--- src/hw/rtl/spike_rejecting_ema_filter_unit_assert.svh ---
// ----------------------------------------------------------------------------
// assertion macros for the spike rejecting ema filter unit
// each macro expands to a clocked concurrent assertion, or to nothing
// when SYNTHESIS is defined
// ----------------------------------------------------------------------------
`ifndef SPIKE_REJECTING_EMA_FILTER_UNIT_ASSERT_SVH
`define SPIKE_REJECTING_EMA_FILTER_UNIT_ASSERT_SVH

`ifndef SYNTHESIS

// checked only while out of reset
`define SREMA_ASSERT(lbl, prop, msg) \
    lbl: assert property (@(posedge i_clk) disable iff (!i_rst_n) prop) \
        else $error(msg);

// checked on every edge, reset included
`define SREMA_ASSERT_ALWAYS(lbl, prop, msg) \
    lbl: assert property (@(posedge i_clk) prop) \
        else $error(msg);

`else

`define SREMA_ASSERT(lbl, prop, msg)
`define SREMA_ASSERT_ALWAYS(lbl, prop, msg)

`endif

`endif

--- src/hw/rtl/srema_pkg.sv ---
// ----------------------------------------------------------------------------
// srema_pkg
// field widths, sensor codes, gain limits and register indexes shared by
// the spike rejecting ema filter
// ----------------------------------------------------------------------------
`default_nettype none

package srema_pkg;

    localparam int RAW_W    = 12;
    localparam int TIME_W   = 32;
    localparam int TEMP_W   = 13;
    localparam int ERR_W    = 16;
    localparam int ALPHA_W  = 16;
    localparam int OFFS_W   = 9;
    localparam int JUMP_W   = 12;
    localparam int RUN_W    = 4;
    localparam int WARM_W   = 16;
    localparam int CFG_IDX_W  = 3;
    localparam int CFG_DATA_W = 16;

    // gain is Q1.15, clamped alpha needs one more bit to hold 1.0
    localparam int ALPHA_SHIFT = 15;
    localparam int ALPHA_CL_W  = ALPHA_SHIFT + 2;

    localparam logic signed [RAW_W-1:0] CODE_DISCONNECT = -12'sd2032;
    localparam logic signed [RAW_W-1:0] CODE_POWERON    = 12'sd1360;

    localparam logic [ALPHA_CL_W-1:0] ALPHA_MIN = 17'd328;
    localparam logic [ALPHA_CL_W-1:0] ALPHA_MAX = 17'd32768;

    localparam logic [RUN_W-1:0] RUN_MAX = 4'd15;

    // register indexes on the configuration port
    localparam logic [CFG_IDX_W-1:0] CFG_ENABLED      = 3'd0;
    localparam logic [CFG_IDX_W-1:0] CFG_ALPHA        = 3'd1;
    localparam logic [CFG_IDX_W-1:0] CFG_TEMP_OFFSET  = 3'd2;
    localparam logic [CFG_IDX_W-1:0] CFG_MAX_JUMP     = 3'd3;
    localparam logic [CFG_IDX_W-1:0] CFG_MAX_OUTLIERS = 3'd4;
    localparam logic [CFG_IDX_W-1:0] CFG_WARMUP_MS    = 3'd5;

    // register reset values
    localparam logic [ALPHA_W-1:0]        RST_ALPHA        = 16'd3277;
    localparam logic signed [OFFS_W-1:0]  RST_TEMP_OFFSET  = 9'sd0;
    localparam logic [JUMP_W-1:0]         RST_MAX_JUMP     = 12'd80;
    localparam logic [RUN_W-1:0]          RST_MAX_OUTLIERS = 4'd3;
    localparam logic [WARM_W-1:0]         RST_WARMUP_MS    = 16'd2000;

endpackage

`default_nettype wire

--- src/hw/rtl/srema_ema.sv ---
// ----------------------------------------------------------------------------
// srema_ema
// one ema step: clamps the gain and blends a reading into the filter value
// with round half up on the gain product
// ----------------------------------------------------------------------------
`default_nettype none

module srema_ema #(
    parameter int FRAC_BITS = 15
) (
    input  wire logic signed [srema_pkg::RAW_W+FRAC_BITS-1:0] i_filter,
    input  wire logic signed [srema_pkg::RAW_W-1:0]           i_raw,
    input  wire logic        [srema_pkg::ALPHA_W-1:0]         i_alpha,
    output logic      signed [srema_pkg::RAW_W+FRAC_BITS-1:0] o_filter
);

    localparam int FV_W = srema_pkg::RAW_W + FRAC_BITS;
    localparam int D_W  = FV_W + 1;
    localparam int P_W  = D_W + srema_pkg::ALPHA_CL_W + 1;

    logic        [srema_pkg::ALPHA_CL_W-1:0] alpha_cl;
    logic signed [srema_pkg::ALPHA_CL_W:0]   alpha_s;
    logic signed [FV_W-1:0]                  raw_sc;
    logic signed [D_W-1:0]                   diff;
    logic signed [P_W-1:0]                   prod;
    logic signed [P_W-1:0]                   prod_rnd;
    logic signed [P_W-1:0]                   step_full;
    logic signed [D_W-1:0]                   sum;

    always_comb begin
        alpha_cl = {1'b0, i_alpha};
        if (alpha_cl < srema_pkg::ALPHA_MIN) begin
            alpha_cl = srema_pkg::ALPHA_MIN;
        end else if (alpha_cl > srema_pkg::ALPHA_MAX) begin
            alpha_cl = srema_pkg::ALPHA_MAX;
        end
    end

    assign alpha_s = $signed({1'b0, alpha_cl});
    assign raw_sc  = $signed({i_raw, {FRAC_BITS{1'b0}}});
    assign diff    = $signed({raw_sc[FV_W-1], raw_sc}) - $signed({i_filter[FV_W-1], i_filter});

    assign prod      = P_W'(diff) * P_W'(alpha_s);
    assign prod_rnd  = prod + $signed(P_W'(1) <<< (srema_pkg::ALPHA_SHIFT - 1));
    assign step_full = prod_rnd >>> srema_pkg::ALPHA_SHIFT;

    // the step never exceeds the difference, so the sum stays within raw range
    assign sum      = $signed({i_filter[FV_W-1], i_filter}) + step_full[D_W-1:0];
    assign o_filter = sum[FV_W-1:0];

endmodule

`default_nettype wire

--- src/hw/rtl/spike_rejecting_ema_filter_unit.sv ---
// ----------------------------------------------------------------------------
// spike_rejecting_ema_filter_unit
// temperature filter with invalid-code detection, warm-up after reconnect,
// spike rejection and an exponential moving average
// output: a result beat is offered in the cycle after its reading is accepted
// throughput: one reading per cycle while results are taken; o_ready falls while a result waits on i_ready
// reset: synchronous active-low; registers take their reset values, link is up
// ----------------------------------------------------------------------------
`default_nettype none

`include "spike_rejecting_ema_filter_unit_assert.svh"

module spike_rejecting_ema_filter_unit #(
    parameter int FRAC_BITS = 15
) (
    input  wire logic                                  i_clk,
    input  wire logic                                  i_rst_n,

    input  wire logic                                  i_valid,
    output logic                                       o_ready,
    input  wire logic signed [srema_pkg::RAW_W-1:0]    i_raw_temp,
    input  wire logic        [srema_pkg::TIME_W-1:0]   i_now_ms,

    output logic                                       o_valid,
    input  wire logic                                  i_ready,
    output logic signed      [srema_pkg::TEMP_W-1:0]   o_temperature,
    output logic                                       o_temp_valid,
    output logic                                       o_connected,
    output logic             [srema_pkg::ERR_W-1:0]    o_fault_cnt,

    input  wire logic                                  i_cfg_valid,
    output logic                                       o_cfg_ready,
    input  wire logic        [srema_pkg::CFG_IDX_W-1:0]  i_cfg_index,
    input  wire logic        [srema_pkg::CFG_DATA_W-1:0] i_cfg_data
);

    localparam int FV_W  = srema_pkg::RAW_W + FRAC_BITS;
    localparam int RAW_W = srema_pkg::RAW_W;
    localparam int RUN_W = srema_pkg::RUN_W;
    localparam int ERR_W = srema_pkg::ERR_W;

    // configuration
    logic                                  r_en;
    logic        [srema_pkg::ALPHA_W-1:0]  r_alpha;
    logic signed [srema_pkg::OFFS_W-1:0]   r_offset;
    logic        [srema_pkg::JUMP_W-1:0]   r_max_jump;
    logic        [RUN_W-1:0]               r_max_outliers;
    logic        [srema_pkg::WARM_W-1:0]   r_warmup_ms;

    // filter state, which is also the result of the last accepted beat
    logic                           r_link,   n_link;
    logic [srema_pkg::TIME_W-1:0]   r_ws,     n_ws;
    logic                           r_loaded, n_loaded;
    logic signed [FV_W-1:0]         r_fv,     n_fv;
    logic signed [RAW_W-1:0]        r_prev,   n_prev;
    logic [RUN_W-1:0]               r_run,    n_run;
    logic [ERR_W-1:0]               r_bad,    n_bad;
    logic                           r_out_valid;

    logic                           in_acc;
    logic                           bad_code;
    logic                           warm_done;
    logic [srema_pkg::TIME_W-1:0]   ws_eff;
    logic [srema_pkg::TIME_W-1:0]   elapsed;
    logic                           loaded_eff;
    logic signed [RAW_W:0]          diff;
    logic        [RAW_W:0]          abs_diff;
    logic                           jump;
    logic [RUN_W-1:0]               run_inc;
    logic signed [FV_W-1:0]         ema_fv;
    logic signed [FV_W-1:0]         seed_fv;

    logic signed [FV_W:0]           fv_rnd;
    logic signed [srema_pkg::TEMP_W-1:0] temp_int;
    logic signed [srema_pkg::TEMP_W-1:0] temp_sum;

    assign o_ready     = !r_out_valid || i_ready;
    assign in_acc      = i_valid && o_ready;
    assign o_cfg_ready = 1'b1;

    // configuration writes
    always_ff @(posedge i_clk) begin
        if (!i_rst_n) begin
            r_en           <= 1'b0;
            r_alpha        <= srema_pkg::RST_ALPHA;
            r_offset       <= srema_pkg::RST_TEMP_OFFSET;
            r_max_jump     <= srema_pkg::RST_MAX_JUMP;
            r_max_outliers <= srema_pkg::RST_MAX_OUTLIERS;
            r_warmup_ms    <= srema_pkg::RST_WARMUP_MS;
        end else if (i_cfg_valid && o_cfg_ready) begin
            case (i_cfg_index)
                srema_pkg::CFG_ENABLED:      r_en           <= i_cfg_data[0];
                srema_pkg::CFG_ALPHA:        r_alpha        <= i_cfg_data;
                srema_pkg::CFG_TEMP_OFFSET:  r_offset       <=
                    $signed(i_cfg_data[srema_pkg::OFFS_W-1:0]);
                srema_pkg::CFG_MAX_JUMP:     r_max_jump     <= i_cfg_data[srema_pkg::JUMP_W-1:0];
                srema_pkg::CFG_MAX_OUTLIERS: r_max_outliers <= i_cfg_data[RUN_W-1:0];
                srema_pkg::CFG_WARMUP_MS:    r_warmup_ms    <= i_cfg_data[srema_pkg::WARM_W-1:0];
                default: begin
                end
            endcase
        end
    end

    srema_ema #(
        .FRAC_BITS (FRAC_BITS)
    ) u_ema (
        .i_filter (r_fv),
        .i_raw    (i_raw_temp),
        .i_alpha  (r_alpha),
        .o_filter (ema_fv)
    );

    assign bad_code   = (i_raw_temp == srema_pkg::CODE_DISCONNECT)
                     || (i_raw_temp == srema_pkg::CODE_POWERON);
    // a reconnect restarts the warm-up window at this beat
    assign ws_eff     = r_link ? r_ws : i_now_ms;
    assign loaded_eff = r_link && r_loaded;
    assign elapsed    = i_now_ms - ws_eff;
    assign warm_done  = elapsed >= {{(srema_pkg::TIME_W-srema_pkg::WARM_W){1'b0}}, r_warmup_ms};

    assign diff     = $signed({i_raw_temp[RAW_W-1], i_raw_temp})
                    - $signed({r_prev[RAW_W-1], r_prev});
    assign abs_diff = diff[RAW_W] ? $unsigned(-diff) : $unsigned(diff);
    assign jump     = abs_diff > {1'b0, r_max_jump};
    assign run_inc  = (r_run < srema_pkg::RUN_MAX) ? r_run + 1'b1 : r_run;
    assign seed_fv  = $signed({i_raw_temp, {FRAC_BITS{1'b0}}});

    always_comb begin
        n_link   = r_link;
        n_ws     = r_ws;
        n_loaded = r_loaded;
        n_fv     = r_fv;
        n_prev   = r_prev;
        n_run    = r_run;
        n_bad    = r_bad;
        if (r_en) begin
            if (bad_code) begin
                if (r_bad != {ERR_W{1'b1}}) begin
                    n_bad = r_bad + 1'b1;
                end
                n_link   = 1'b0;
                n_loaded = 1'b0;
            end else begin
                n_link   = 1'b1;
                n_ws     = ws_eff;
                n_loaded = loaded_eff;
                if (warm_done) begin
                    if (!loaded_eff || (jump && run_inc >= r_max_outliers)) begin
                        // seed or reseed
                        n_fv     = seed_fv;
                        n_prev   = i_raw_temp;
                        n_run    = '0;
                        n_loaded = 1'b1;
                    end else if (jump) begin
                        n_run = run_inc;
                    end else begin
                        n_fv   = ema_fv;
                        n_prev = i_raw_temp;
                        n_run  = '0;
                    end
                end
            end
        end
    end

    always_ff @(posedge i_clk) begin
        if (!i_rst_n) begin
            r_link      <= 1'b1;
            r_ws        <= '0;
            r_loaded    <= 1'b0;
            r_fv        <= '0;
            r_prev      <= '0;
            r_run       <= '0;
            r_bad       <= '0;
            r_out_valid <= 1'b0;
        end else begin
            if (in_acc) begin
                r_link   <= n_link;
                r_ws     <= n_ws;
                r_loaded <= n_loaded;
                r_fv     <= n_fv;
                r_prev   <= n_prev;
                r_run    <= n_run;
                r_bad    <= n_bad;
            end
            if (in_acc) begin
                r_out_valid <= 1'b1;
            end else if (i_ready) begin
                r_out_valid <= 1'b0;
            end
        end
    end

    // result fields come straight from the state; it only moves on a new beat
    assign fv_rnd   = $signed({r_fv[FV_W-1], r_fv}) + $signed((FV_W+1)'(1) <<< (FRAC_BITS - 1));
    assign temp_int = fv_rnd[FRAC_BITS +: srema_pkg::TEMP_W];
    assign temp_sum = temp_int
                    + {{(srema_pkg::TEMP_W-srema_pkg::OFFS_W){r_offset[srema_pkg::OFFS_W-1]}},
                       r_offset};

    assign o_valid       = r_out_valid;
    assign o_temp_valid  = r_link && r_loaded;
    assign o_connected   = r_link;
    assign o_fault_cnt   = r_bad;
    assign o_temperature = o_temp_valid ? temp_sum : '0;

    `SREMA_ASSERT_ALWAYS(a_loaded_needs_link, r_loaded |-> r_link, "loaded without link")
    `SREMA_ASSERT(a_bad_drops_link, in_acc && r_en && bad_code |=> !r_link, "link stayed up")
    `SREMA_ASSERT(a_hold_off, in_acc && !r_en |=> $stable({r_fv, r_bad, r_link}), "state moved")
    `SREMA_ASSERT(a_bad_no_drop, $past(i_rst_n) |-> r_bad >= $past(r_bad), "count fell")

endmodule

`default_nettype wire
--- config.mk ---
export PLATFORM = sky130hd
export DESIGN_NAME = spike_rejecting_ema_filter_unit
export DESIGN_NICKNAME = d
export VERILOG_FILES = /design/src/hw/rtl/srema_pkg.sv /design/src/hw/rtl/srema_ema.sv /design/src/hw/rtl/spike_rejecting_ema_filter_unit.sv
export VERILOG_INCLUDE_DIRS = /design/src /design/src/hw/rtl
export SDC_FILE = /design/constraint.sdc
export NUM_CORES = 2
export LEC_CHECK = 0
export ABC_AREA = 0
export BUFFER_PORTS_ARGS = -buffer_cell sky130_fd_sc_hd__buf_4
export CAP_MARGIN = 20
export CORE_AREA = 2 2 308 310
export DETAILED_ROUTE_END_ITERATION = 10
export DIE_AREA = 0 0 310 312
export SLEW_MARGIN = 20
export SYNTH_ARGS = -nofsm -noshare
export SYNTH_HDL_FRONTEND = slang
export SYNTH_SLANG_ARGS = --single-unit
--- constraint.sdc ---
create_clock -name i_clk -period 9.6 [get_ports i_clk]
set_input_delay 0.96 -clock i_clk [delete_from_list [all_inputs] [get_ports i_clk]]
set_output_delay 0.96 -clock i_clk [all_outputs]
set_load 0.005 [all_outputs]
==> results.txt <==
- The flow ran to the end, and the final reports show no timing, DRC or antenna violations.
* Total wire length after detailed routing: about 80 mm
* Area enclosed by the die boundary: 0.0967 mm^2
* Area growth, synth to finish: 20.3%
- Number of antenna cells inserted: 0
- Type of the worst setup path: flip-flop to flip-flop
- The wire-length estimate of the detail-placed layout is 68.8 mm.
- Setup total negative slack: 0 ps
- Dividing the detail-routed wire length by the instance count gives 16.2 um.
- Switching portion of total power: 0.486
- P_int: 6510 uW
- Number of enable-type register cells in the synthesized netlist: 0
- Buffer levels on the longest clock path: 2
- The mapped netlist covers 0.0278 mm^2.
- GR Util All Layers: 0.172
- In this run, distinct cell masters in the synthesized netlist total 91.
- Summing over every cut layer, the via total after detailed routing is 23882.
- Cell depth of the worst flop-to-flop path: 41
- For the worst setup path, the data arrival time is 9910 ps.
- Number of global-route vias before repair: 24329
- Hold worst-path end: r_max_jump[2]
- Of the total power, registers draw 0.051.
- VDD IR max: between 0.0006 and 0.0007 V
- Clock-pin slew was measured on the worst setup and hold paths at 70 ps.
* Flip-flop and latch count after synthesis: 152
* Site row count: 112
* Fin. Hold Viols: 0
- The die is slightly above 300 um wide.
* Async SR Flop Fraction: 0
* Fraction of the yosys area taken by sequential cells: 0.109
- The count of final max-slew check failures was 0.
- Number of nets in the synthesized netlist: 4184
* Proportion of power drawn by combinational gates: 0.895
* WHS: 459 ps
- Worst min-delay path class: flip-flop to flip-flop
- Part of the total power dissipated in the clock network: 0.054
* Filler cell count: ~9700
* Delay of the slowest critical-path stage: 630 ps
* Yosys synthesis warning count: 0
* Cell count of the worst hold path: 2
- Clock Latency Late Sink: 450 ps
- Starting density of the core: 0.299
* Worst slew pin tran: approximately 900 ps
* Number of H-tree levels: 4
- Entering global routing, the biggest net connects just under 80 pins.
- Total CTS buffers: 17
- Vertical die dimension: 312 um
- Nature of the critical path startpoint: flip-flop
- Final RePlAce weighted congestion: a little over 0.9
- Cell leakage power: between 0.015 and 0.02 uW
* Proportion of layout cells with a drive suffix above 1: 0.160
* Number of nets in the layout: 4528
* Switching power of the nets: 6150 uW
- Of the available clock period, the critical path in the final layout requires 0.996.
* Clock root buffer: sky130_fd_sc_hd__clkbuf_16
- Shortest period the worst path allows: about 9600 ps
- Area post-placement: 0.0324 mm^2
- Maximum Capacitance Violations: 0
- Footprint of the multi-input gates: 0.0223 mm^2
- Counting stages on the worst path, the most repeated cell is sky130_fd_sc_hd__a21oi_2.
- Of all nets on the critical path, the largest fanout is 4.
- Dominant register cell in the synthesized netlist: sky130_fd_sc_hd__dfxtp_1
- FF/Latch Area: just over 0.003 mm^2
- Port buffering added 100 buffers.
- Total of endpoints with negative setup slack in the final report: 0
- The startpoint identified for the worst hold timing path is r_max_jump[2].
* Non-Filler Cell Area, Final: 0.0335 mm^2
* Placeable core region: 0.0930 mm^2
- CP required: 9940 ps
- Slowest-stage cell, CP: sky130_fd_sc_hd__or4_4
- DRC errors left: 0
- Post-synthesis instance total: 3442
- Derived from the worst setup path, the maximum achievable clock frequency is 0.105 GHz.
- For this design, the sink count on the clock tree is 152.
- Averaged over all synthesized cells, the footprint is 8.09 um^2.
- Launch point of the worst reg-to-reg path: r_fv[2]
- Unrepaired setup endpoints after global routing: yes
- TritonCTS built the clock tree.
- After global routing the overflow that remains totals 0.
- After the first detailed-routing iteration, the DRC count stood at about 1400.
- Highest-count cells in the layout ignoring fill and taps: sky130_fd_sc_hd__inv_1 (648), sky130_fd_sc_hd__nor2_1 (460), sky130_fd_sc_hd__buf_4 (423)
- Headroom to the max-slew limit came out at 0.403.
- The setup check on the worst reg-to-reg path leaves a slack of 40 ps.
* Most frequent standard cell in the layout excluding fill and tap cells: sky130_fd_sc_hd__inv_1
* RR Endpoint: r_fv[26]
- For this design the ratio of total power to cell area is 378 mW/mm^2.
- STA classifies the critical path endpoint as a flip-flop.
- The first global-routing pass estimated 132 mm of wire.
* Antenna violations before repair: 1
- After detailed routing, the number of vias per cell comes to about 4.7.
- Io pins: 102
- In this run the remaining antenna-violating nets after routing total 0.
* Number of hold buffers added after cts: 0
- For this run, the detailed router's first-pass iteration total came to 5.
* Clock tree skew after final layout: 12.2 ps
-- power groups by stage --
stage	sequential (uW)	combinational [uW]	clock (uW)
floorplan	658	6430	0
global placement	660	10700	0
detailed placement	660	10800	0
CTS	646	10900	705
global route	647	12500	729
finish	646	11300	688
-- final cells by class --
type / instances / area share
Multi-Input combinational cell: 2511 / 0.667
Timing Repair Buffer: 440 / 0.103
Inverter: 664 / 0.0746
Sequential cell: 152 / 0.0910
Tap cell: 1254 / 0.0469
Clock buffer: 19 / 0.0135
Clock inverter: 13 / 0.00396
-- worst max-delay path by stage --
stage / start / end / depth (start not counted) / slack (ps)
CTS: r_fv[5] / r_fv[26] / 40 / 20
global route: r_fv[2] / r_fv[26] / 41 / -370
global placement: i_raw_temp[0] / r_fv[26] / 42 / -320
detailed placement: i_raw_temp[0] / r_fv[26] / 42 / -440
floorplan: i_raw_temp[0] / r_fv[26] / 38 / 20
finish: r_fv[2] / r_fv[26] / 41 / 40
-- logic make-up after synthesis --
logic type                 synth area share
and+or+nand+nor                       0.174
muxes                                0.0278
adders and majority gates             0.415
AOI/OAI and AO/OA                     0.113
xor gates and xnor gates             0.0538
DFF                                   0.109
buffers and inverters                 0.106
other                              0.000135
-- repair_timing --
action                                  4_1_cts  5_1_grt
endpoints found under the setup margin       10       14
pin swaps                                     5       92
endpoints found under the hold margin         0        0
resized for setup                            10       99
buffers inserted                              4       12
-- cell usage after synthesis, drive strengths merged, types with 4 or more instances --
master   count  area share
a2111oi      4      0.0015
a211o        4      0.0013
a211oi      51       0.014
a21boi       8      0.0023
a21o        39       0.011
a21oi      161       0.030
a311oi       6      0.0021
a31o         4      0.0013
a31oi       16      0.0036
a41oi        5      0.0016
and2        21      0.0047
and3        28      0.0063
and4b        5      0.0018
buf         17      0.0035
clkbuf      98       0.013
dfxtp      152        0.11
fa         416        0.30
ha         258        0.12
inv        661       0.089
mux2i       75       0.027
nand2      358       0.048
nand2b      18      0.0040
nand3       52      0.0094
nand3b       6      0.0016
nand4       26      0.0058
nor2       473       0.064
nor2b       27      0.0061
nor3        43      0.0077
nor4        14      0.0041
nor4b        5      0.0016
o211ai      21      0.0060
o21a        21      0.0057
o21ai       75       0.014
o21bai       8      0.0022
o22ai        6      0.0013
o31a         5      0.0016
o31ai        4      0.0011
o41ai        6      0.0022
or2          6      0.0013
or3         16      0.0036
xnor2      105       0.033
xor2        66       0.021
-- stage by stage --
step	utilization	setup WS, ps	power, uW	cells
after CTS	0.355	16.0	12300	5042
after global routing	0.360	-369	13900	5053
final	0.360	39.0	12700	5053
after floorplan	-	15.8	7090	3442
after detailed placement	0.348	-440	11400	5006
after global placement	0.348	-316	11400	5006
-- critical path: cells and delay by family (launching register included) --
family / cells / cell delay, ps
AOI/OAI and AO/OA: 14 / 2620
xor gates and xnor gates: 3 / 480
adders and majority gates: 8 / 3580
buffers and inverters: 6 / 530
DFF: 1 / 340
and+or+nand+nor: 10 / 1900
-- per-layer routing --
layer,track usage,vias to the layer above,share of wire
li1,-,11615,-
met2,0.288,542,0.48
met5,0,-,0.00017
met4,0.0546,2,0.032
met1,0.229,11641,0.44
met3,0.0224,82,0.048
-- registers in the layout, summed over array words and instances, names as in the netlist, 9 cells and up --
| register | count |
|---|---|
| o_fault_cnt | 16 |
| r_alpha | 16 |
| r_fv | 27 |
| r_max_jump | 12 |
| r_offset | 9 |
| r_prev | 12 |
| r_warmup_ms | 16 |
| r_ws | 32 |
No activity file was read; power rests on OpenSTA's default activity.
